===== src/rtl/tgb_pkg.sv =====
// ----------------------------------------------------------------------------
// tgb_pkg
// Shared types and constants for the text to glyph blit rectangle mapper.
// ----------------------------------------------------------------------------
package tgb_pkg;

  // Input beat: one command, or one text byte of a string.
  typedef struct packed {
    logic               cmd;
    logic [7:0]         text_byte;
    logic signed [15:0] start_x;
    logic signed [15:0] start_y;
    logic [31:0]        default_color;
    logic [11:0]        rect_capacity;
  } in_item_t;

  // Output beat: one blit rectangle, or the terminator record.
  typedef struct packed {
    logic               available;
    logic signed [15:0] dest_x;
    logic signed [15:0] dest_y;
    logic [9:0]         src_x1;
    logic [8:0]         src_y1;
    logic [9:0]         src_x2;
    logic [8:0]         src_y2;
    logic [31:0]        draw_color;
    logic [5:0]         palette_index;
  } out_item_t;

  // Command codes
  localparam logic CmdBegin = 1'b0;
  localparam logic CmdByte  = 1'b1;

  // What the back end has to build
  typedef enum logic [1:0] {
    JobTerm,
    JobAscii,
    JobHangul,
    JobBlank
  } job_kind_e;

  // Classified glyph handed from the front end to the back end.
  // glyph holds the ASCII cell number or the Hangul glyph number.
  typedef struct packed {
    job_kind_e          kind;
    logic [11:0]        glyph;
    logic signed [15:0] dest_x;
    logic signed [15:0] dest_y;
    logic [31:0]        color;
    logic [5:0]         pal;
  } job_t;

  typedef struct packed {
    logic full;
    logic empty;
  } q_status_t;

  // Byte codes
  localparam logic [7:0] ByteNul      = 8'h00;
  localparam logic [7:0] ByteAt       = 8'h40;
  localparam logic [7:0] ByteSpace    = 8'h20;
  localparam logic [7:0] ByteDigit0   = 8'h30;
  localparam logic [7:0] ByteDigit9   = 8'h39;
  localparam logic [7:0] ByteUpperA   = 8'h41;
  localparam logic [7:0] ByteUpperZ   = 8'h5A;
  localparam logic [7:0] ByteLowerA   = 8'h61;
  localparam logic [7:0] ByteLowerZ   = 8'h7A;

  // KS X 1001 ranges
  localparam logic [7:0] JamoLead     = 8'hA4;
  localparam logic [7:0] JamoTrailLo  = 8'hA1;
  localparam logic [7:0] JamoTrailHi  = 8'hD3;
  localparam logic [7:0] SyllLeadLo   = 8'hB0;
  localparam logic [7:0] SyllLeadHi   = 8'hC8;
  localparam logic [7:0] TrailLo      = 8'hA1;
  localparam logic [7:0] TrailHi      = 8'hFE;
  localparam logic [11:0] SyllPerRow  = 12'd94;
  localparam logic [11:0] JamoCount   = 12'd51;

  localparam logic [5:0] NoIndex      = 6'd36;

  // Atlas geometry
  localparam logic [9:0]  AsciiW      = 10'd6;
  localparam logic [9:0]  AsciiLeft   = 10'd6;
  localparam logic [8:0]  AsciiTop    = 9'd20;
  localparam logic [8:0]  AsciiH      = 9'd12;
  localparam logic [9:0]  HanW        = 10'd12;
  localparam logic [8:0]  HanH        = 9'd12;
  localparam logic [8:0]  HanTop      = 9'd32;
  localparam logic [11:0] HanPitch    = 12'd85;
  localparam logic [15:0] AsciiAdv    = 16'd6;
  localparam logic [15:0] HanAdv      = 16'd12;

  // g / 85 as (g * HanRecip) >> HanShift, exact for g below 15000
  localparam logic [13:0] HanRecip    = 14'd12337;
  localparam int          HanShift    = 20;

endpackage


===== src/rtl/tgb_in_if.sv =====
// ----------------------------------------------------------------------------
// tgb_in_if
// Valid/ready channel that carries input beats.
// ----------------------------------------------------------------------------
interface tgb_in_if;
  logic              valid;
  logic              ready;
  tgb_pkg::in_item_t payload;

  modport source (output valid, output payload, input ready);
  modport sink   (input valid, input payload, output ready);
endinterface


===== src/rtl/tgb_out_if.sv =====
// ----------------------------------------------------------------------------
// tgb_out_if
// Valid/ready channel that carries blit rectangle beats.
// ----------------------------------------------------------------------------
interface tgb_out_if;
  logic               valid;
  logic               ready;
  tgb_pkg::out_item_t payload;

  modport source (output valid, output payload, input ready);
  modport sink   (input valid, input payload, output ready);
endinterface


===== src/rtl/tgb_front.sv =====
// ----------------------------------------------------------------------------
// tgb_front
// Accepts string bytes, tracks escape, lead byte, cursor and slots, and
// pushes one classified job per rectangle or terminator.
// ----------------------------------------------------------------------------
module tgb_front #(
  parameter int MAX_RECTS = 4095
) (
  input  logic                clk_i,
  input  logic                rst_ni,
  tgb_in_if.sink              in_i,
  input  tgb_pkg::q_status_t  status_i,
  output logic                push_o,
  output tgb_pkg::job_t       job_o
);

  localparam int SlotW = $clog2(MAX_RECTS + 1);

  logic               active_q, active_d;
  logic               esc_q, esc_d;
  logic               lead_v_q, lead_v_d;
  logic [7:0]         lead_q, lead_d;
  logic [15:0]        cur_x_q, cur_x_d;
  logic [15:0]        cur_y_q, cur_y_d;
  logic [31:0]        color_q, color_d;
  logic [SlotW-1:0]   slots_q, slots_d;
  logic [5:0]         pal_q, pal_d;

  logic               acc;
  logic [7:0]         b;
  tgb_pkg::in_item_t  it;

  assign in_i.ready = !status_i.full;
  assign acc        = in_i.valid && in_i.ready;
  assign it         = in_i.payload;
  assign b          = it.text_byte;

  always_comb begin
    active_d = active_q;
    esc_d    = esc_q;
    lead_v_d = lead_v_q;
    lead_d   = lead_q;
    cur_x_d  = cur_x_q;
    cur_y_d  = cur_y_q;
    color_d  = color_q;
    slots_d  = slots_q;
    pal_d    = pal_q;
    push_o   = 1'b0;
    job_o    = '0;
    job_o.kind = tgb_pkg::JobTerm;

    if (acc) begin
      if (it.cmd == tgb_pkg::CmdBegin) begin
        active_d = 1'b1;
        esc_d    = 1'b0;
        lead_v_d = 1'b0;
        lead_d   = '0;
        cur_x_d  = it.start_x;
        cur_y_d  = it.start_y;
        color_d  = it.default_color;
        if (32'(it.rect_capacity) > 32'(MAX_RECTS)) begin
          slots_d = SlotW'(MAX_RECTS);
        end else begin
          slots_d = SlotW'(32'(it.rect_capacity));
        end
      end else if (active_q) begin
        if (b == tgb_pkg::ByteNul) begin
          // terminator: drop any pending lead byte or escape
          push_o   = 1'b1;
          esc_d    = 1'b0;
          lead_v_d = 1'b0;
          active_d = 1'b0;
        end else if (esc_q) begin
          esc_d = 1'b0;
          if (b == tgb_pkg::ByteAt) begin
            pal_d = tgb_pkg::NoIndex;
          end else if (b >= tgb_pkg::ByteDigit0 && b <= tgb_pkg::ByteDigit9) begin
            pal_d = 6'(b - tgb_pkg::ByteDigit0);
          end else if (b >= tgb_pkg::ByteUpperA && b <= tgb_pkg::ByteUpperZ) begin
            pal_d = 6'(b - tgb_pkg::ByteUpperA + 8'd10);
          end else if (b >= tgb_pkg::ByteLowerA && b <= tgb_pkg::ByteLowerZ) begin
            pal_d = 6'(b - tgb_pkg::ByteLowerA + 8'd10);
          end
        end else if (!lead_v_q && b == tgb_pkg::ByteAt) begin
          esc_d = 1'b1;
        end else if (!lead_v_q && b[7]) begin
          lead_v_d = 1'b1;
          lead_d   = b;
        end else begin
          lead_v_d = 1'b0;
          if (slots_q == '0) begin
            // out of slots: close the string silently
            active_d = 1'b0;
          end else begin
            slots_d      = slots_q - SlotW'(1);
            push_o       = 1'b1;
            job_o.dest_x = cur_x_q;
            job_o.dest_y = cur_y_q;
            job_o.color  = color_q;
            job_o.pal    = pal_q;
            if (!lead_v_q) begin
              job_o.kind  = tgb_pkg::JobAscii;
              job_o.glyph = (b < tgb_pkg::ByteSpace) ? 12'd0
                                                     : 12'(b - tgb_pkg::ByteSpace);
              cur_x_d     = cur_x_q + tgb_pkg::AsciiAdv;
            end else begin
              cur_x_d = cur_x_q + tgb_pkg::HanAdv;
              if (lead_q == tgb_pkg::JamoLead && b >= tgb_pkg::JamoTrailLo &&
                  b <= tgb_pkg::JamoTrailHi) begin
                job_o.kind  = tgb_pkg::JobHangul;
                job_o.glyph = 12'(b - tgb_pkg::JamoTrailLo);
              end else if (lead_q >= tgb_pkg::SyllLeadLo && lead_q <= tgb_pkg::SyllLeadHi &&
                           b >= tgb_pkg::TrailLo && b <= tgb_pkg::TrailHi) begin
                job_o.kind  = tgb_pkg::JobHangul;
                job_o.glyph = 12'(5'(lead_q - tgb_pkg::SyllLeadLo)) * tgb_pkg::SyllPerRow
                            + 12'(b - tgb_pkg::TrailLo) + tgb_pkg::JamoCount;
              end else begin
                job_o.kind = tgb_pkg::JobBlank;
              end
            end
          end
        end
      end
    end
  end

  always_ff @(posedge clk_i or negedge rst_ni) begin
    if (!rst_ni) begin
      active_q <= 1'b0;
      esc_q    <= 1'b0;
      lead_v_q <= 1'b0;
      lead_q   <= '0;
      cur_x_q  <= '0;
      cur_y_q  <= '0;
      color_q  <= '0;
      slots_q  <= '0;
      pal_q    <= tgb_pkg::NoIndex;
    end else begin
      active_q <= active_d;
      esc_q    <= esc_d;
      lead_v_q <= lead_v_d;
      lead_q   <= lead_d;
      cur_x_q  <= cur_x_d;
      cur_y_q  <= cur_y_d;
      color_q  <= color_d;
      slots_q  <= slots_d;
      pal_q    <= pal_d;
    end
  end

endmodule


===== src/rtl/tgb_fifo.sv =====
// ----------------------------------------------------------------------------
// tgb_fifo
// Two-entry job queue between the front end and the back end.
// ----------------------------------------------------------------------------
module tgb_fifo (
  input  logic                clk_i,
  input  logic                rst_ni,
  input  logic                push_i,
  input  tgb_pkg::job_t       job_i,
  input  logic                pop_i,
  output tgb_pkg::job_t       job_o,
  output tgb_pkg::q_status_t  status_o
);

  tgb_pkg::job_t  mem_q [2];
  logic           wr_ptr_q, rd_ptr_q;
  logic [1:0]     cnt_q;

  assign status_o.full  = (cnt_q == 2'd2);
  assign status_o.empty = (cnt_q == 2'd0);
  assign job_o          = mem_q[rd_ptr_q];

  always_ff @(posedge clk_i or negedge rst_ni) begin
    if (!rst_ni) begin
      wr_ptr_q <= 1'b0;
      rd_ptr_q <= 1'b0;
      cnt_q    <= '0;
    end else begin
      if (push_i) wr_ptr_q <= !wr_ptr_q;
      if (pop_i)  rd_ptr_q <= !rd_ptr_q;
      cnt_q <= cnt_q + 2'(push_i) - 2'(pop_i);
    end
  end

  always_ff @(posedge clk_i) begin
    if (push_i) mem_q[wr_ptr_q] <= job_i;
  end

endmodule


===== src/rtl/tgb_back.sv =====
// ----------------------------------------------------------------------------
// tgb_back
// Turns jobs into atlas rectangles: divide the glyph number by the row
// pitch, scale to cell edges, and hold the result in the output register.
// ----------------------------------------------------------------------------
module tgb_back (
  input  logic                clk_i,
  input  logic                rst_ni,
  input  tgb_pkg::job_t       job_i,
  input  tgb_pkg::q_status_t  status_i,
  output logic                pop_o,
  tgb_out_if.source           out_o
);

  logic               s1_valid_q;
  tgb_pkg::job_t      s1_job_q;
  logic [5:0]         s1_quo_q;
  logic               out_valid_q;
  tgb_pkg::out_item_t out_q, out_d;

  logic               adv, s1_load;
  logic [25:0]        prod;
  logic [6:0]         rem;
  logic [9:0]         hx1, ax1;
  logic [8:0]         hy1;

  assign adv     = !out_valid_q || out_o.ready;
  assign s1_load = !s1_valid_q || adv;
  assign pop_o   = s1_load && !status_i.empty;

  // reciprocal multiply for the row number
  assign prod = {14'b0, job_i.glyph} * {12'b0, tgb_pkg::HanRecip};

  assign rem = 7'(s1_job_q.glyph - 12'(s1_quo_q) * tgb_pkg::HanPitch);
  assign hx1 = 10'(rem) * tgb_pkg::HanW;
  assign hy1 = 9'(s1_quo_q) * tgb_pkg::HanH + tgb_pkg::HanTop;
  assign ax1 = 10'(s1_job_q.glyph[6:0]) * tgb_pkg::AsciiW + tgb_pkg::AsciiLeft;

  always_comb begin
    out_d = '0;
    if (s1_job_q.kind != tgb_pkg::JobTerm) begin
      out_d.available     = 1'b1;
      out_d.dest_x        = s1_job_q.dest_x;
      out_d.dest_y        = s1_job_q.dest_y;
      out_d.draw_color    = s1_job_q.color;
      out_d.palette_index = s1_job_q.pal;
    end
    case (s1_job_q.kind)
      tgb_pkg::JobAscii: begin
        out_d.src_x1 = ax1;
        out_d.src_y1 = tgb_pkg::AsciiTop;
        out_d.src_x2 = ax1 + tgb_pkg::AsciiW;
        out_d.src_y2 = tgb_pkg::AsciiTop + tgb_pkg::AsciiH;
      end
      tgb_pkg::JobHangul: begin
        out_d.src_x1 = hx1;
        out_d.src_y1 = hy1;
        out_d.src_x2 = hx1 + tgb_pkg::HanW;
        out_d.src_y2 = hy1 + tgb_pkg::HanH;
      end
      tgb_pkg::JobBlank: begin
        // blank cell: fixed edges in field order
        out_d.src_x1 = '0;
        out_d.src_y1 = tgb_pkg::AsciiTop;
        out_d.src_x2 = tgb_pkg::HanW;
        out_d.src_y2 = tgb_pkg::HanH;
      end
      default: begin
      end
    endcase
  end

  always_ff @(posedge clk_i or negedge rst_ni) begin
    if (!rst_ni) begin
      s1_valid_q  <= 1'b0;
      out_valid_q <= 1'b0;
    end else begin
      if (s1_load) s1_valid_q <= !status_i.empty;
      if (adv)     out_valid_q <= s1_valid_q;
    end
  end

  always_ff @(posedge clk_i) begin
    if (pop_o) begin
      s1_job_q <= job_i;
      s1_quo_q <= prod[tgb_pkg::HanShift +: 6];
    end
    if (adv && s1_valid_q) out_q <= out_d;
  end

  assign out_o.valid   = out_valid_q;
  assign out_o.payload = out_q;

endmodule


===== src/rtl/text_to_glyph_blit_rects.sv =====
// ----------------------------------------------------------------------------
// text_to_glyph_blit_rects
// Maps a NUL-ended ASCII / KS X 1001 string to font atlas blit rectangles.
// ----------------------------------------------------------------------------
//
//   channel  dir  handshake      beat
//   in_i     in   valid/ready    begin command or one text byte
//   out_o    out  valid/ready    one blit rectangle or terminator record
//
// One input beat per cycle is taken as long as the two-entry job queue has
// room; a result passes through the queue write, the division stage register
// and the output register, in that order, before it is presented. The row
// division by 85 is a reciprocal multiply in the first back-end stage, so it
// needs no register of its own.
// Reset clears the string state, queue and pipeline valids; palette index
// returns to none. A stall on out_o holds the output register and back-end
// stage, fills the queue, and then drops in_i.ready.
//
module text_to_glyph_blit_rects #(
  parameter int MAX_RECTS = 4095
) (
  input  logic       clk_i,
  input  logic       rst_ni,
  tgb_in_if.sink     in_i,
  tgb_out_if.source  out_o
);

  logic                push, pop;
  tgb_pkg::job_t       push_job, head_job;
  tgb_pkg::q_status_t  q_status;

  // Front end: string state machine and glyph classification
  tgb_front #(
    .MAX_RECTS (MAX_RECTS)
  ) u_front (
    .clk_i    (clk_i),
    .rst_ni   (rst_ni),
    .in_i     (in_i),
    .status_i (q_status),
    .push_o   (push),
    .job_o    (push_job)
  );

  // Queue decouples byte intake from rectangle delivery
  tgb_fifo u_fifo (
    .clk_i    (clk_i),
    .rst_ni   (rst_ni),
    .push_i   (push),
    .job_i    (push_job),
    .pop_i    (pop),
    .job_o    (head_job),
    .status_o (q_status)
  );

  // Back end: atlas coordinates and output register
  tgb_back u_back (
    .clk_i    (clk_i),
    .rst_ni   (rst_ni),
    .job_i    (head_job),
    .status_i (q_status),
    .pop_o    (pop),
    .out_o    (out_o)
  );

  // Never write a full queue or read an empty one
  a_push_room: assert property (@(posedge clk_i) disable iff (!rst_ni)
    push |-> !q_status.full) else $error("job pushed into full queue");

  a_pop_data: assert property (@(posedge clk_i) disable iff (!rst_ni)
    pop |-> !q_status.empty) else $error("job popped from empty queue");

  // Terminator records carry no coordinates or color
  a_term_zero: assert property (@(posedge clk_i) disable iff (!rst_ni)
    out_o.valid && !out_o.payload.available |->
      out_o.payload.dest_x == 16'sd0 && out_o.payload.src_x1 == 10'd0 &&
      out_o.payload.src_y2 == 9'd0 && out_o.payload.draw_color == 32'd0)
    else $error("terminator record with nonzero fields");

  // A real cell is 6 or 12 wide
  a_cell_width: assert property (@(posedge clk_i) disable iff (!rst_ni)
    out_o.valid && out_o.payload.available && out_o.payload.src_x1 != 10'd0 |->
      out_o.payload.src_x2 == out_o.payload.src_x1 + 10'd6 ||
      out_o.payload.src_x2 == out_o.payload.src_x1 + 10'd12)
    else $error("glyph cell with wrong width");

endmodule


===== src/flat_wrapper.sv =====
// flat-port wrapper written by rule: the top's interface ports become plain ports
module text_to_glyph_blit_rects_flat 
#(
  parameter int MAX_RECTS = 4095
)
  (clk_i, rst_ni, in_i_valid, in_i_payload, in_i_ready, out_o_valid, out_o_payload, out_o_ready);
  tgb_in_if in_i_i ();
  tgb_out_if out_o_i ();
  input  logic clk_i;
  input  logic rst_ni;
  input wire logic [$bits(in_i_i.valid)-1:0] in_i_valid;
  input wire logic [$bits(in_i_i.payload)-1:0] in_i_payload;
  output wire logic [$bits(in_i_i.ready)-1:0] in_i_ready;
  output wire logic [$bits(out_o_i.valid)-1:0] out_o_valid;
  output wire logic [$bits(out_o_i.payload)-1:0] out_o_payload;
  input wire logic [$bits(out_o_i.ready)-1:0] out_o_ready;
  assign in_i_i.valid = in_i_valid;
  assign in_i_i.payload = in_i_payload;
  assign in_i_ready = in_i_i.ready;
  assign out_o_valid = out_o_i.valid;
  assign out_o_payload = out_o_i.payload;
  assign out_o_i.ready = out_o_ready;
  text_to_glyph_blit_rects #(.MAX_RECTS(MAX_RECTS)) u_core (.clk_i(clk_i), .rst_ni(rst_ni), .in_i(in_i_i), .out_o(out_o_i));
endmodule

===== config.mk =====
export PLATFORM = sky130hd
export DESIGN_NAME = text_to_glyph_blit_rects_flat
export DESIGN_NICKNAME = d
export VERILOG_FILES = /design/src/rtl/tgb_pkg.sv /design/src/rtl/tgb_in_if.sv /design/src/rtl/tgb_out_if.sv /design/src/rtl/tgb_front.sv /design/src/rtl/tgb_fifo.sv /design/src/rtl/tgb_back.sv /design/src/rtl/text_to_glyph_blit_rects.sv /design/src/flat_wrapper.sv
export SDC_FILE = /design/constraint.sdc
export NUM_CORES = 1
export LEC_CHECK = 0
export ABC_AREA = 1
export CAP_MARGIN = 25
export CORE_MARGIN = 2
export CORE_UTILIZATION = 60
export CTS_BUF_LIST = sky130_fd_sc_hd__clkbuf_4 sky130_fd_sc_hd__clkbuf_8 sky130_fd_sc_hd__clkbuf_16
export CTS_CLUSTER_DIAMETER = 100
export DETAILED_ROUTE_END_ITERATION = 10
export DONT_BUFFER_PORTS = 1
export PLACE_DENSITY = 0.76
export SLEW_MARGIN = 20
export SYNTH_ARGS = -nofsm -noshare
export SYNTH_HDL_FRONTEND = slang
export SYNTH_SLANG_ARGS = --single-unit

===== constraint.sdc =====
create_clock -name clk_i -period 8.3 [get_ports clk_i]
set_input_delay 0.83 -clock clk_i [delete_from_list [all_inputs] [get_ports clk_i]]
set_output_delay 0.83 -clock clk_i [all_outputs]
set_load 0.02 [all_outputs]

-- Word-level counts from Yosys, hierarchy flattened
Memories as Yosys holds them, arrays and structs flattened.
Index checks and enable logic that the tools add are counted.
- register bits: 293
- memory bits (writable): 168
- bits of input ports: 89
- output and inout port bits: 111
- memories kept: 1
- memory list (name ; depth ; bits a word ; read ports ; clocked after memory_dff ; write ports ; line ; RTL):
    u_core.u_fifo.mem_q ; 2 ; 84 ; 1 ; 0 ; 1 ; tgb_fifo.sv:15 ; tgb_pkg::job_t mem_q [2];
- add/sub/neg operators: 21
- $mul: 6
- $lt $le $gt $ge: 12
- equal/unequal tests: 15
- muxes and demuxes: 67
- bitwise logic cells: 2
- reductions and logical operators: 33
- operators by type and width (kind ; number):
    84-bit 2-to-1 mux ; 8
    16-bit 2-to-1 mux ; 8
    38-bit one-hot mux with 3 select lines ; 1
    12-bit 2-to-1 mux ; 9
    8-bit 2-to-1 mux ; 6
    33-bit 2-to-1 mux ; 1
    1-bit 2-to-1 mux ; 28
    12-bit by 14-bit multiplier with 26-bit output, second input constant ; 1
    8-bit less-or-equal comparator, second input constant ; 3
    6-bit 2-to-1 mux ; 4
    10-bit by 3-bit adder with 10-bit output, second input constant ; 2
    16-bit by 3-bit adder with 16-bit output, second input constant ; 1
    16-bit by 4-bit adder with 16-bit output, second input constant ; 1
    8-bit by 7-bit greater-or-equal comparator with 1-bit output, second input constant ; 2
    8-bit greater-or-equal comparator, second input constant ; 2
    8-bit by 7-bit less-or-equal comparator with 1-bit output, second input constant ; 2
    14-bit 2-to-1 mux ; 1
    1-bit logical AND ; 13
    13-bit 2-to-1 mux ; 1
    12-bit adder ; 1
    12-bit by 6-bit adder with 12-bit output, second input constant ; 1
    6-bit by 4-bit adder with 6-bit output, second input constant ; 2
    12-bit zero test ; 1
    6-bit AND reduction ; 2
    38 further kinds ; 55

-- Longest topological paths before layout
Gate-level depths: netlist (run 1).
- depth after elaboration: 15
- mapped depth: 27

-- Hierarchy
Synthesis (run 1) repeated with hierarchy kept, for this count alone.
- cells, all modules: 2443
- area, all modules: 24249.5 um^2
- modules (own cells, without submodules) (module ; times used ; cells an instance ; area each (um^2)):
    tgb_back ; 1 ; 962 ; 10339.9
    tgb_front ; 1 ; 1017 ; 7323.3
    tgb_fifo ; 1 ; 464 ; 6586.3

-- Worst setup path after synthesis (run 1)
OpenSTA, ideal clock, no wires.
- kind: input port to flip-flop
- start point: input port out_o_ready
- end point: register u_core.u_back.out_q, in the netlist u_core.u_back.out_o.payload[0] (enable)
- data arrival time: 5.839 ns
- required time: 7.701 ns
- path slack: 1.862 ns
- cell stages on the path: 2
- path buffers: 0
- cell sequence: inv_1 > a21oi_1
- longest elaborated chain between the ends: 2
- ends and longest elaborated chain (item ; line ; RTL):
    start, declared ; flat_wrapper.sv:16 ; input wire logic [$bits(out_o_i.ready)-1:0] out_o_ready;
    1-bit logical OR ; tgb_back.sv:27 ; assign adv = !out_valid_q || out_o.ready;
    1-bit logical AND ; tgb_back.sv:88 ; if (adv && s1_valid_q) out_q <= out_d;
    end signal, assigned ; tgb_back.sv:88 ;
    end, declared ; tgb_back.sv:19 ; tgb_pkg::out_item_t out_q, out_d;
Every way passes these cells.
A chain may end at the register's enable or synchronous reset.

-- Final worst setup path (run 1)
- start point: register u_core.u_fifo.rd_ptr_q
- end point: register u_core.u_back.s1_quo_q[3] (data pin)
- longest elaborated chain between the ends: 2
- ends and longest elaborated chain (item ; line ; RTL):
    start, declared ; tgb_fifo.sv:16 ; logic wr_ptr_q, rd_ptr_q;
    start signal, assigned ; tgb_fifo.sv:30 ; if (pop_i) rd_ptr_q <= !rd_ptr_q;
    memory read 2 x 84 bit ; - ;
    12-bit by 14-bit multiplier with 26-bit output ; tgb_back.sv:32 ; assign prod = {14'b0, job_i.glyph} * {12'b0, tgb_pkg::HanRecip};
    named net u_core.u_back.prod[23] ; tgb_back.sv:22 ; logic [25:0] prod;
    end signal, assigned ; tgb_back.sv:86 ; s1_quo_q <= prod[tgb_pkg::HanShift +: 6];
    end, declared ; tgb_back.sv:17 ; logic [5:0] s1_quo_q;
The timed path passes the listed nets, and every way through them passes these cells.

==> out/metrics.json, run 1 <==
{
  "grt_start_max_net_pins": 100,
  "most-common-layout-cells": "nand2_1, inv_1, edfxtp_1, nor2_1, ha_1",
  "netlist_instances": 2448,
  "floorplan.initialDensity_pct": 60.78,
  "vias_in_the_first_global_route": 15930,
  "timing.fmax_mhz": 183.1,
  "grt_pass1_wl_mm": 79.16,
  "syn2layout_area_growth_pct": 8.398,
  "cts_hold_repair.buffers": 1,
  "run_status": "finished clean",
  "vias_per_cell": 5.339,
  "timing.reg2reg.worst_path_depth": 18,
  "gr-usage-all-layers_pct": 23.82,
  "ctsResizeCount": 0,
  "setup_ws_ps": 2839,
  "crit_path_max_fanout": 50,
  "rsz0062_at_grt": "no",
  "reg2reg_slack_ps": 2840,
  "critical-path-slowest-cell": "dfrtp_2",
  "timing.rr.start": "u_core.u_fifo.rd_ptr_q$_DFFE_PN0P_",
  "timing_worst_setup_path_type": "reg -> reg",
  "synth_top_cell_by_area": "edfxtp_1",
  "finalWorstPathRequiredPeriod_ps": 5461,
  "num_io_pins": 200,
  "finalSetupViolations": 0,
  "detailedRoute.firstPassIterationCount": 8,
  "drv_slew": 0,
  "detail-route-antenna-nets": 0,
  "timing_hold_violations_final": 0,
  "layout-drive-gt1-share_pct": 8.746,
  "cp.required_ps": 8620,
  "rr_endpoint": "u_core.u_back.s1_quo_q[3]$_DFFE_PP_",
  "die_area_mm2": 0.04177,
  "postSynthRegisterBits": 455,
  "crit_path_end_kind": "flip-flop",
  "fp.coreArea_mm2": 0.03964,
  "critPathLaunchType": "flip-flop",
  "yosysWarnings": 0,
  "final.fill_count": 3015,
  "register_area_mm2": 0.01317,
  "grt_antenna_before_repair": 5,
  "finalWeightedCongestion": 0.8815,
  "cpMostUsedCell": "ha_1",
  "final_common_cell": "nand2_1",
  "timing.max_slew.rel_slack_pct": 43.35,
  "synth_top_cell_area_share_pct": 44.37,
  "dieWidth_um": 204.4,
  "finalClockSkew_ps": 19.28,
  "synth-main-ff-cell": "edfxtp_1",
  "multi_input_area_mm2": 0.009160,
  "cts-root-to-sink-buffers": 3,
  "totalWireLength_mm": 49.00,
  "place_inst": 2919,
  "cts_made_buffers": 46,
  "io_buffer_count": 0,
  "critical_path.max_stage_delay_ps": 800,
  "finish.cell_count_without_fillers": 3011,
  "synth_area_leaders": "edfxtp_1, dfrtp_1, ha_1, nand2_1, inv_1",
  "detailedRoute.firstIterationViolations": 976,
  "fraction_of_the_yosys_area_taken_by_sequential_cells_pct": 54.67,
  "clk_sink_count": 455,
  "finalNetCount": 2735,
  "post-place-ws_ps": 2842,
  "post-cts-setup-buffer-count": 0,
  "die_height_um": 204.4,
  "synth_area_per_cell_um2": 9.841,
  "synthDistinctLibCells": 57,
  "worst_hold_slack_ps": 88.75,
  "cts-htree-levels": 2,
  "worst-endpoint-arrival_ps": 5780,
  "critical_path.cell_chain": "buf_4, inv_2, or2_2, o21ai_0, inv_1, ha_1, ha_1, ha_1, inv_1, fa_1, inv_1, fa_1, ha_1, nand2_1, nor4_1, nand3_1, o211ai_1, xor2_1",
  "setup_tns_ps": 0,
  "timing.critical_path.buf_inv": 5,
  "cts.root.buffer_cell": "clkbuf_16",
  "clk_latency_ps": 580,
  "syn-cell-area_mm2": 0.02409,
  "post_drt_wl_per_cell_um": 16.27,
  "timing.max_cap.violations": 0,
  "worstMarginPinSlew_ps": 849.7,
  "synth-edff-count": 356,
  "clock_tree_from_tritoncts": "yes",
  "dr_total_vias": 16080,
  "hold_path_class": "in -> async",
  "period_share_pct": 65.80,
  "global_route_congestion_overflow_total": 0,
  "place_hpwl_mm": 34.77,
  "synth-async-reset-ratio_pct": 21.76,
  "route.detailed.drc": 0,
  "core.rowCount": 73,
  "cp_top_family": "adder cells",
  "clk_transition_reported_paths_ps": 60
}
## final cells by class
| class | instances | share of cell area, % |
|---|---|---|
| flip-flops and latches | 455 | 50.44 |
| multi-input cells | 1548 | 35.08 |
| inverters | 381 | 5.500 |
| clock buffers | 61 | 4.959 |
| well taps | 525 | 2.515 |
| clock inverters | 24 | 0.9678 |
| repair buffers | 12 | 0.4983 |
| diodes | 5 | 0.04791 |
## cells in the mapped netlist (2+ instances only)
master    instances
a21boi_0          3
nor4_1            3
nand2_1         543
xnor2_1          21
nand3_1          80
nor2_1          224
inv_1           369
edfxtp_1        356
o211ai_1         15
buf_4             9
a21o_1            4
o22ai_1          16
o221ai_1          4
dfstp_2           2
a31oi_1           5
ha_1            175
nor3_1           25
a211oi_1          2
a21oi_1         122
o21bai_1          6
nand4_1          17
nand3_2           3
clkinv_1          2
o21ai_0          89
a21oi_2           2
clkbuf_1         40
nor2_2           67
o21a_1            2
dfrtp_1          97
buf_6            10
or2_2             6
buf_1             3
o21ai_1          17
inv_2             8
o31ai_1           6
nand2_2           4
buf_2             5
a22oi_2           2
nor3_2            2
nor2_4           10
fa_1             27
inv_4             2
xor2_1           29
## metrics by stage
step / area (um^2) / utilization, %
after floorplan: 24110 / -
after global placement: 24500 / 61.80
after detailed placement: 24500 / 61.80
after CTS: 26080 / 65.78
after global routing: 26120 / 65.88
final: 26120 / 65.88
## metal layers
metal | routed length, um | track usage [%] | share of wire [%] | up-vias
met1 | 20950 | 31.07 | 43 | 7520
met5 | 0 | 0 | 0 | -
met2 | 23700 | 39.72 | 48 | 466
li1 | - | - | - | 7994
met4 | 1581 | 9.213 | 3.2 | 0
met3 | 2764 | 4.353 | 5.6 | 95
## kinds of logic after synthesis
logic type      Yosys count  share of synthesized area (%)
simple gates            990                          17.63
flops                   455                          54.67
buf+inv                 450                          7.562
compound gates          300                          6.980
fa+ha+maj               202                          11.33
xor+xnor                 50                          1.818
other cells               1                        0.01557
## sequential cells by signal, indices dropped and copies added (netlist names), 2 cells and up
register                     flops
u_core.u_back.s1_quo_q           6
u_core.u_back.out_o.payload    103
u_core.u_fifo.mem_q            168
u_core.u_front.slots_q          12
u_core.u_front.cur_y_q          16
u_core.u_back.s1_job_q          79
u_core.u_front.cur_x_q          16
u_core.u_front.lead_q            8
u_core.u_front.pal_q             6
u_core.u_front.color_q          32
u_core.u_fifo.cnt_q              2
## worst max path at each step
stage,end,depth (start not counted),startpoint,slack [ps]
floorplan,u_core.u_back.out_o.payload[0]$_SDFFCE_PN0P_,2,out_o_ready,1860
global placement,u_core.u_back.s1_quo_q[2]$_DFFE_PP_,23,u_core.u_fifo.rd_ptr_q$_DFFE_PN0P_,2960
detailed placement,u_core.u_back.s1_quo_q[3]$_DFFE_PP_,18,u_core.u_fifo.rd_ptr_q$_DFFE_PN0P_,2840
CTS,u_core.u_back.s1_quo_q[3]$_DFFE_PP_,18,u_core.u_fifo.rd_ptr_q$_DFFE_PN0P_,2830
global route,u_core.u_back.s1_quo_q[3]$_DFFE_PP_,18,u_core.u_fifo.rd_ptr_q$_DFFE_PN0P_,2430
finish,u_core.u_back.s1_quo_q[3]$_DFFE_PP_,18,u_core.u_fifo.rd_ptr_q$_DFFE_PN0P_,2840
## worst register-to-register path: cells and delay by family (launching register included)
| family | cells | cell delay [ps] |
|---|---|---|
| adders and majority gates | 6 | 2130 |
| buffers and inverters | 5 | 1070 |
| DFF | 1 | 800 |
| and+or+nand+nor | 4 | 760 |
| AOI/OAI and AO/OA | 2 | 350 |
| xor gates and xnor gates | 1 | 100 |
Power of run 1 is left out: the tool's default activity adds up to more than one toggle a clock period on the data nets, which glitch-free logic cannot reach.
==> run 2: changes to the inputs <==
--- a/config.mk
+++ b/config.mk
@@ -8,7 +8,7 @@
 export ABC_AREA = 1
 export CAP_MARGIN = 25
 export CORE_MARGIN = 2
-export CORE_UTILIZATION = 60
+export CORE_UTILIZATION = 58
 export CTS_BUF_LIST = sky130_fd_sc_hd__clkbuf_4 sky130_fd_sc_hd__clkbuf_8 sky130_fd_sc_hd__clkbuf_16
 export CTS_CLUSTER_DIAMETER = 100
 export DETAILED_ROUTE_END_ITERATION = 10
==> constraint.sdc (replaced) <==
create_clock -name clk_i -period 4.9 [get_ports clk_i]
set_input_delay 0.49 -clock clk_i [delete_from_list [all_inputs] [get_ports clk_i]]
set_output_delay 0.49 -clock clk_i [all_outputs]
set_load 0.02 [all_outputs]
==> out/metrics.json, run 2 (synthesized netlist as in run 1, its figures left out) <==
{
  "vias_per_cell": {"value": 5.369, "change": "+0.56%"},
  "grt_antenna_before_repair": {"value": 1, "change": "-4"},
  "place_hpwl": {"value": 35.09, "unit": "mm", "change": "+0.94%"},
  "fp.coreArea": {"value": 0.04092, "unit": "mm^2", "change": "+3.2%"},
  "final_cell_area": {"value": 0.02630, "unit": "mm^2", "change": "+0.72%"},
  "layout-drive-gt1-share": {"value": 9.157, "unit": "%", "change": "+0.41 points"},
  "clock_tree_from_tritoncts": "yes",
  "global_route_congestion_overflow_total": {"value": 0, "change": "unchanged"},
  "finalNetCount": {"value": 2743, "change": "+0.29%"},
  "route.detailed.drc": {"value": 0, "change": "unchanged"},
  "syn2layout_area_growth_pct": 9.177,
  "timing.critical_path.from": "u_core.u_front.lead_q[4]$_DFFE_PN0P_",
  "num_io_pins": {"value": 200, "change": "unchanged"},
  "post-cts-setup-buffer-count": {"value": 0, "change": "unchanged"},
  "final_common_cell": "nand2_1",
  "multi_input_area": {"value": 0.009209, "unit": "mm^2", "change": "+0.53%"},
  "finalWeightedCongestion": {"value": 0.8799, "change": "-0.18%"},
  "die_area": {"value": 0.04318, "unit": "mm^2", "change": "+3.4%"},
  "cts.root.buffer_cell": "clkbuf_16",
  "grt_pass1_wl": {"value": 81.09, "unit": "mm", "change": "+2.4%"},
  "timing.rr.start": "u_core.u_front.lead_q[4]$_DFFE_PN0P_",
  "rsz0062_at_grt": "no",
  "rr_endpoint": "u_core.u_fifo.mem_q[0][81]$_DFFE_PP_",
  "timing_worst_setup_path_type": "reg -> reg",
  "setup_tns": {"value": 0, "unit": "ps", "change": "unchanged"},
  "crit_path_end_kind": "flip-flop",
  "timing.fmax": {"value": 218.3, "unit": "MHz", "change": "+19%"},
  "run_status": "finished clean",
  "worst_setup_path_endpoint": "u_core.u_fifo.mem_q[0][81]$_DFFE_PP_",
  "critPathLaunchType": "flip-flop",
  "vias_in_the_first_global_route": {"value": 15930, "change": "+0.038%"},
  "cpMostUsedCell": "nand2_1",
  "core.rowCount": {"value": 74, "change": "+1.4%"},
  "timing_hold_violations_final": {"value": 0, "change": "unchanged"},
  "cp.depth": {"value": 25, "change": "+7"},
  "most-common-layout-cells": "nand2_1, inv_1, edfxtp_1, nor2_1, ha_1",
  "place_inst": {"value": 2933, "change": "+0.48%"},
  "reg2reg_slack": {"value": 320, "unit": "ps", "change": "-2520 ps"},
  "max_flop_register": "u_core.u_fifo.mem_q",
  "gr-usage-all-layers": {"value": 23.05, "unit": "%", "change": "-0.77 points"},
  "final.fill_count": {"value": 3224, "change": "+6.9%"},
  "io_buffer_count": {"value": 0, "change": "unchanged"},
  "register_area": {"value": 0.01317, "unit": "mm^2", "change": "unchanged"},
  "critical-path-slowest-cell": "fa_1",
  "floorplan.initialDensity": {"value": 58.87, "unit": "%", "change": "-1.9 points"},
  "post_drt_wl_per_cell": {"value": 16.55, "unit": "um", "change": "+1.7%"},
  "grt_start_max_net_pins": {"value": 100, "change": "unchanged"},
  "largest_register_ffs": {"value": 168, "change": "unchanged"},
  "worst_hold_slack": {"value": 46.39, "unit": "ps", "change": "-42.36 ps"},
  "hold_path_class": "in -> reg",
  "dr_total_vias": {"value": 16230, "change": "+0.96%"},
  "die_height": {"value": 207.8, "unit": "um", "change": "+1.7%"},
  "timing.critical_path.buf_inv": {"value": 2, "change": "-3"},
  "crit_path_max_fanout": {"value": 5, "change": "-90%"},
  "dieWidth": {"value": 207.8, "unit": "um", "change": "+1.7%"},
  "finish.cell_count_without_fillers": {"value": 3023, "change": "+0.40%"},
  "clk_sink_count": {"value": 455, "change": "unchanged"},
  "finalSetupViolations": {"value": 0, "change": "unchanged"},
  "critical_path.max_stage_delay": {"value": 540, "unit": "ps", "change": "-260 ps"},
  "placed_area": {"value": 0.02457, "unit": "mm^2", "change": "+0.30%"},
  "timing.max_cap.violations": {"value": 0, "change": "unchanged"},
  "drv_slew": {"value": 0, "change": "unchanged"},
  "clk_transition_reported_paths": {"value": 60, "unit": "ps", "change": "about the same"},
  "cp.required": {"value": 5170, "unit": "ps", "change": "-3450 ps"},
  "totalWireLength": {"value": 50.02, "unit": "mm", "change": "+2.1%"},
  "detailedRoute.firstIterationViolations": {"value": 1293, "change": "+32%"},
  "worstMarginPinSlew": {"value": 1015, "unit": "ps", "change": "+165.1 ps"},
  "cts-htree-levels": {"value": 2, "change": "unchanged"},
  "cts_made_buffers": {"value": 46, "change": "unchanged"},
  "cts-root-to-sink-buffers": {"value": 3, "change": "unchanged"},
  "finalWorstPathRequiredPeriod": {"value": 4581, "unit": "ps", "change": "-880.0 ps"},
  "detailedRoute.firstPassIterationCount": {"value": 6, "change": "-2"},
  "timing.reg2reg.worst_path_depth": {"value": 25, "change": "+7"},
  "worst-endpoint-arrival": {"value": 4850, "unit": "ps", "change": "-930 ps"},
  "period_share": {"value": 93.49, "unit": "%", "change": "+28 points"},
  "cp_top_family": "adder cells",
  "detail-route-antenna-nets": {"value": 0, "change": "unchanged"},
  "timing.max_slew.rel_slack": {"value": 32.35, "unit": "%", "change": "-11 points"},
  "finalClockSkew": {"value": 34.96, "unit": "ps", "change": "+15.68 ps"},
  "clk_latency": {"value": 580, "unit": "ps", "change": "about the same"}
}
[run 2: per-layer routing]
layer	wire length, um	GRT usage (%)	vias to the layer above
met5	0	0	-
met2	24440	39.07	473
met3	2939	4.145	76
li1	-	-	8018
met1	21500	30.51	7663
met4	1148	6.701	0
[run 2: final cells by class]
class,instances,area share [%]
sequential,455,50.08
multi-input combinational,1548,35.01
inverter,381,5.461
clock buffer,55,4.705
tap,532,2.531
clock inverter,31,1.427
timing repair buffer,20,0.7801
antenna,1,0.009514
[run 2: worst min path at each step]
stage	from	end	slack, ps	depth (start not counted)
2_1_floorplan	rst_ni	u_core.u_back.out_o.valid$_DFFE_PN0P_	190	0
3_3_place_gp	rst_ni	u_core.u_front.cur_y_q[6]$_DFFE_PN0P_	200	0
3_5_place_dp	rst_ni	u_core.u_front.cur_y_q[3]$_DFFE_PN0P_	200	0
4_1_cts	in_i_payload[7]	u_core.u_front.slots_q[7]$_DFFE_PN0P_	20	2
5_1_grt	in_i_payload[7]	u_core.u_front.slots_q[7]$_DFFE_PN0P_	50	2
6_report	in_i_payload[7]	u_core.u_front.slots_q[7]$_DFFE_PN0P_	50	2
[run 2: timing repair]
action                                  in CTS  in global routing
endpoints found under the setup margin       0                  6
hold buffers                                 2                  0
resized for setup                            0                  7
hold endpoints to repair                    99                  0
[run 2: through the flow]
step	worst slack (ps)	utilization (%)
after floorplan	400.1	-
after global placement	177.4	60.05
after detailed placement	34.78	60.05
after CTS	33.30	64.08
after global routing	6.374	64.27
final	318.8	64.27
Power of run 2 is left out for the same reason.
==> run 3: changes to the inputs <==
--- a/config.mk
+++ b/config.mk
@@ -7,13 +7,16 @@
 export LEC_CHECK = 0
 export ABC_AREA = 1
 export CAP_MARGIN = 25
+export CELL_PAD_IN_SITES_DETAIL_PLACEMENT = 1
+export CELL_PAD_IN_SITES_GLOBAL_PLACEMENT = 1
 export CORE_MARGIN = 2
-export CORE_UTILIZATION = 58
+export CORE_UTILIZATION = 46
 export CTS_BUF_LIST = sky130_fd_sc_hd__clkbuf_4 sky130_fd_sc_hd__clkbuf_8 sky130_fd_sc_hd__clkbuf_16
 export CTS_CLUSTER_DIAMETER = 100
 export DETAILED_ROUTE_END_ITERATION = 10
 export DONT_BUFFER_PORTS = 1
-export PLACE_DENSITY = 0.76
+export PLACE_DENSITY_LB_ADDON = 0.1
+export RECOVER_POWER = 25
 export SLEW_MARGIN = 20
 export SYNTH_ARGS = -nofsm -noshare
 export SYNTH_HDL_FRONTEND = slang
==> out/metrics.json, run 3 (synthesized netlist as in run 1, its figures left out) <==
{
  "period_share": {"value": 94.41, "unit": "%", "change": "+0.92 points"},
  "finalWeightedCongestion": {"value": 0.8458, "change": "-3.9%"},
  "worstMarginPinSlew": {"value": 2852, "unit": "ps", "change": "+1837 ps"},
  "run_status": "complete, but fails checks",
  "route.detailed.drc": {"value": 0, "change": "unchanged"},
  "place_hpwl": {"value": 42.27, "unit": "mm", "change": "+20%"},
  "floorplan.initialDensity": {"value": 46.77, "unit": "%", "change": "-12 points"},
  "hold_path_class": "in -> reg",
  "largest_register_ffs": {"value": 168, "change": "unchanged"},
  "clock_tree_from_tritoncts": "yes",
  "post_drt_wl_per_cell": {"value": 18.41, "unit": "um", "change": "+11%"},
  "grt_start_max_net_pins": {"value": 104, "change": "+4.0%"},
  "layout-drive-gt1-share": {"value": 9.671, "unit": "%", "change": "+0.51 points"},
  "timing.max_cap.violations": {"value": 2, "change": "+2"},
  "violations": "max-capacitance violations, max-slew violations",
  "final.fill_count": {"value": 5745, "change": "+78%"},
  "finalNetCount": {"value": 2744, "change": "+0.036%"},
  "die_height": {"value": 232.9, "unit": "um", "change": "+12%"},
  "final_common_cell": "nand2_1",
  "place_inst": {"value": 3079, "change": "+5.0%"},
  "gr-usage-all-layers": {"value": 21.53, "unit": "%", "change": "-1.5 points"},
  "most-common-layout-cells": "nand2_1, inv_1, edfxtp_1, nor2_1, ha_1",
  "cts.root.buffer_cell": "clkbuf_16",
  "vias_in_the_first_global_route": {"value": 17250, "change": "+8.3%"},
  "finish.cell_count_without_fillers": {"value": 3174, "change": "+5.0%"},
  "grt_pass1_wl": {"value": 92.00, "unit": "mm", "change": "+13%"},
  "cts_made_buffers": {"value": 47, "change": "+2.2%"},
  "totalWireLength": {"value": 58.42, "unit": "mm", "change": "+17%"},
  "finalWorstPathRequiredPeriod": {"value": 4626, "unit": "ps", "change": "+44.88 ps"},
  "clk_transition_reported_paths": {"value": 60, "unit": "ps", "change": "about the same"},
  "placed_area": {"value": 0.02477, "unit": "mm^2", "change": "+0.79%"},
  "core.rowCount": {"value": 83, "change": "+12%"},
  "dr_total_vias": {"value": 16330, "change": "+0.61%"},
  "cts-root-to-sink-buffers": {"value": 3, "change": "unchanged"},
  "dieWidth": {"value": 232.9, "unit": "um", "change": "+12%"},
  "cts-htree-levels": {"value": 2, "change": "unchanged"},
  "worst_hold_slack": {"value": 38.49, "unit": "ps", "change": "-7.894 ps"},
  "num_io_pins": {"value": 200, "change": "unchanged"},
  "global_route_congestion_overflow_total": {"value": 0, "change": "unchanged"},
  "detailedRoute.firstPassIterationCount": {"value": 5, "change": "-1"},
  "max_flop_register": "u_core.u_fifo.mem_q",
  "die_area": {"value": 0.05422, "unit": "mm^2", "change": "+26%"},
  "crit_path_max_fanout": {"value": 4, "change": "-1"},
  "timing.fmax": {"value": 216.2, "unit": "MHz", "change": "-0.97%"},
  "detailedRoute.firstIterationViolations": {"value": 911, "change": "-30%"},
  "clk_sink_count": {"value": 455, "change": "unchanged"},
  "grt_antenna_before_repair": {"value": 4, "change": "+3"},
  "worst-endpoint-arrival": {"value": 5030, "unit": "ps", "change": "+180 ps"},
  "io_buffer_count": {"value": 0, "change": "unchanged"},
  "detail-route-antenna-nets": {"value": 0, "change": "unchanged"},
  "setup_tns": {"value": 0, "unit": "ps", "change": "unchanged"},
  "fp.coreArea": {"value": 0.05151, "unit": "mm^2", "change": "+26%"},
  "cp.required": {"value": 5300, "unit": "ps", "change": "+130 ps"},
  "finalClockSkew": {"value": 38.20, "unit": "ps", "change": "+3.234 ps"},
  "finalSetupViolations": {"value": 0, "change": "unchanged"},
  "drv_slew": {"value": 204, "change": "+204"},
  "timing.max_slew.rel_slack": {"value": -90.14, "unit": "%", "change": "-120 points"},
  "critPathLaunchType": "flip-flop",
  "final_cell_area": {"value": 0.02651, "unit": "mm^2", "change": "+0.77%"},
  "timing_worst_setup_path_type": "reg -> reg",
  "clk_latency": {"value": 600, "unit": "ps", "change": "+20 ps"},
  "crit_path_end_kind": "flip-flop",
  "syn2layout_area_growth_pct": 10.02,
  "vias_per_cell": {"value": 5.145, "change": "-4.2%"},
  "timing_hold_violations_final": {"value": 0, "change": "unchanged"}
}
==> run 3: cell types whose count changed in the layout (fill, tap and decap cells not counted), moves of 2 or more <==
cell / change
inv_16: +2
clkbuf_4: +4
a21oi_2: +4
clkbuf_2: +2
buf_4: -3
buf_12: +2
bufinv_16: -4
a21oi_1: -4
clkinv_1: -3
clkinv_2: +2
clkbuf_8: +2
==> run 3: through the flow <==
step                      setup slack [ps]  util [%]
after floorplan                      400.1         -
after global placement               81.65     48.09
after detailed placement            -8.026     48.09
after CTS                            67.90     51.26
after global routing                -5.586     51.46
final                                273.9     51.46
==> run 3: timing repair <==
item                                   in CTS  in global routing
resized for setup                           0                 16
endpoints found under the hold margin      99                  0
pin swaps                                   0                  5
hold buffers                                2                  0
setup endpoints to repair                   2                  7
buffers inserted                            1                  0
==> run 3: critical path, cell delays in order (launching register included) <==
cell and delay [ps]:
dfrtp_1 360, inv_2 70, fa_1 530, inv_1 70
fa_1 410, fa_1 560, ha_4 240, a21oi_1 150
nand2_1 140, a31oi_2 180, xnor2_1 140, ha_1 260
ha_1 340, inv_1 120, o21ai_0 110, a21oi_1 190
nand3_1 110, nand2_1 80, nand2_1 60, o21ai_1 140
nand2_1 80, a21oi_2 150
==> run 3: path summary, 6_finish.rpt <==
check / startpoint / end / slack (ps) / cells past startpoint
max reg2reg: u_core.u_front.lead_q[2]$_DFFE_PN0P_ / u_core.u_fifo.mem_q[0][80]$_DFFE_PP_ / 270 / 21
min in group asynchronous: rst_ni / u_core.u_fifo.wr_ptr_q$_DFFE_PN0P_ / 1430 / 2
min: in_i_payload[7] / u_core.u_front.slots_q[7]$_DFFE_PN0P_ / 40 / 2
max in group asynchronous: rst_ni / u_core.u_fifo.rd_ptr_q$_DFFE_PN0P_ / 1630 / 2
max: u_core.u_front.lead_q[2]$_DFFE_PN0P_ / u_core.u_fifo.mem_q[0][80]$_DFFE_PP_ / 270 / 21
min reg2reg: u_core.u_front.active_q$_DFFE_PN0P_ / u_core.u_front.active_q$_DFFE_PN0P_ / 470 / 2
==> run 3: metal layers <==
layer | wire (um) | up-vias | global-route usage, %
li1 | - | 8021 | -
met1 | 25490 | 7972 | 27.50
met2 | 29380 | 246 | 37.82
met3 | 2148 | 86 | 3.431
met4 | 1378 | 4 | 5.971
met5 | 25 | - | 0
==> run 3: cell type report <==
| class | count | area [um^2] | area share (%) |
|---|---|---|---|
| tap | 680 | 850.8 | 3.210 |
| multi-input combinational | 1548 | 9248 | 34.89 |
| timing repair buffer | 20 | 205.2 | 0.7742 |
| inverter | 381 | 1436 | 5.419 |
| clock buffer | 62 | 1320 | 4.980 |
| sequential | 455 | 13170 | 49.69 |
| antenna | 2 | 5.005 | 0.01888 |
| clock inverter | 26 | 269.0 | 1.015 |
Power of run 3 is left out for the same reason.
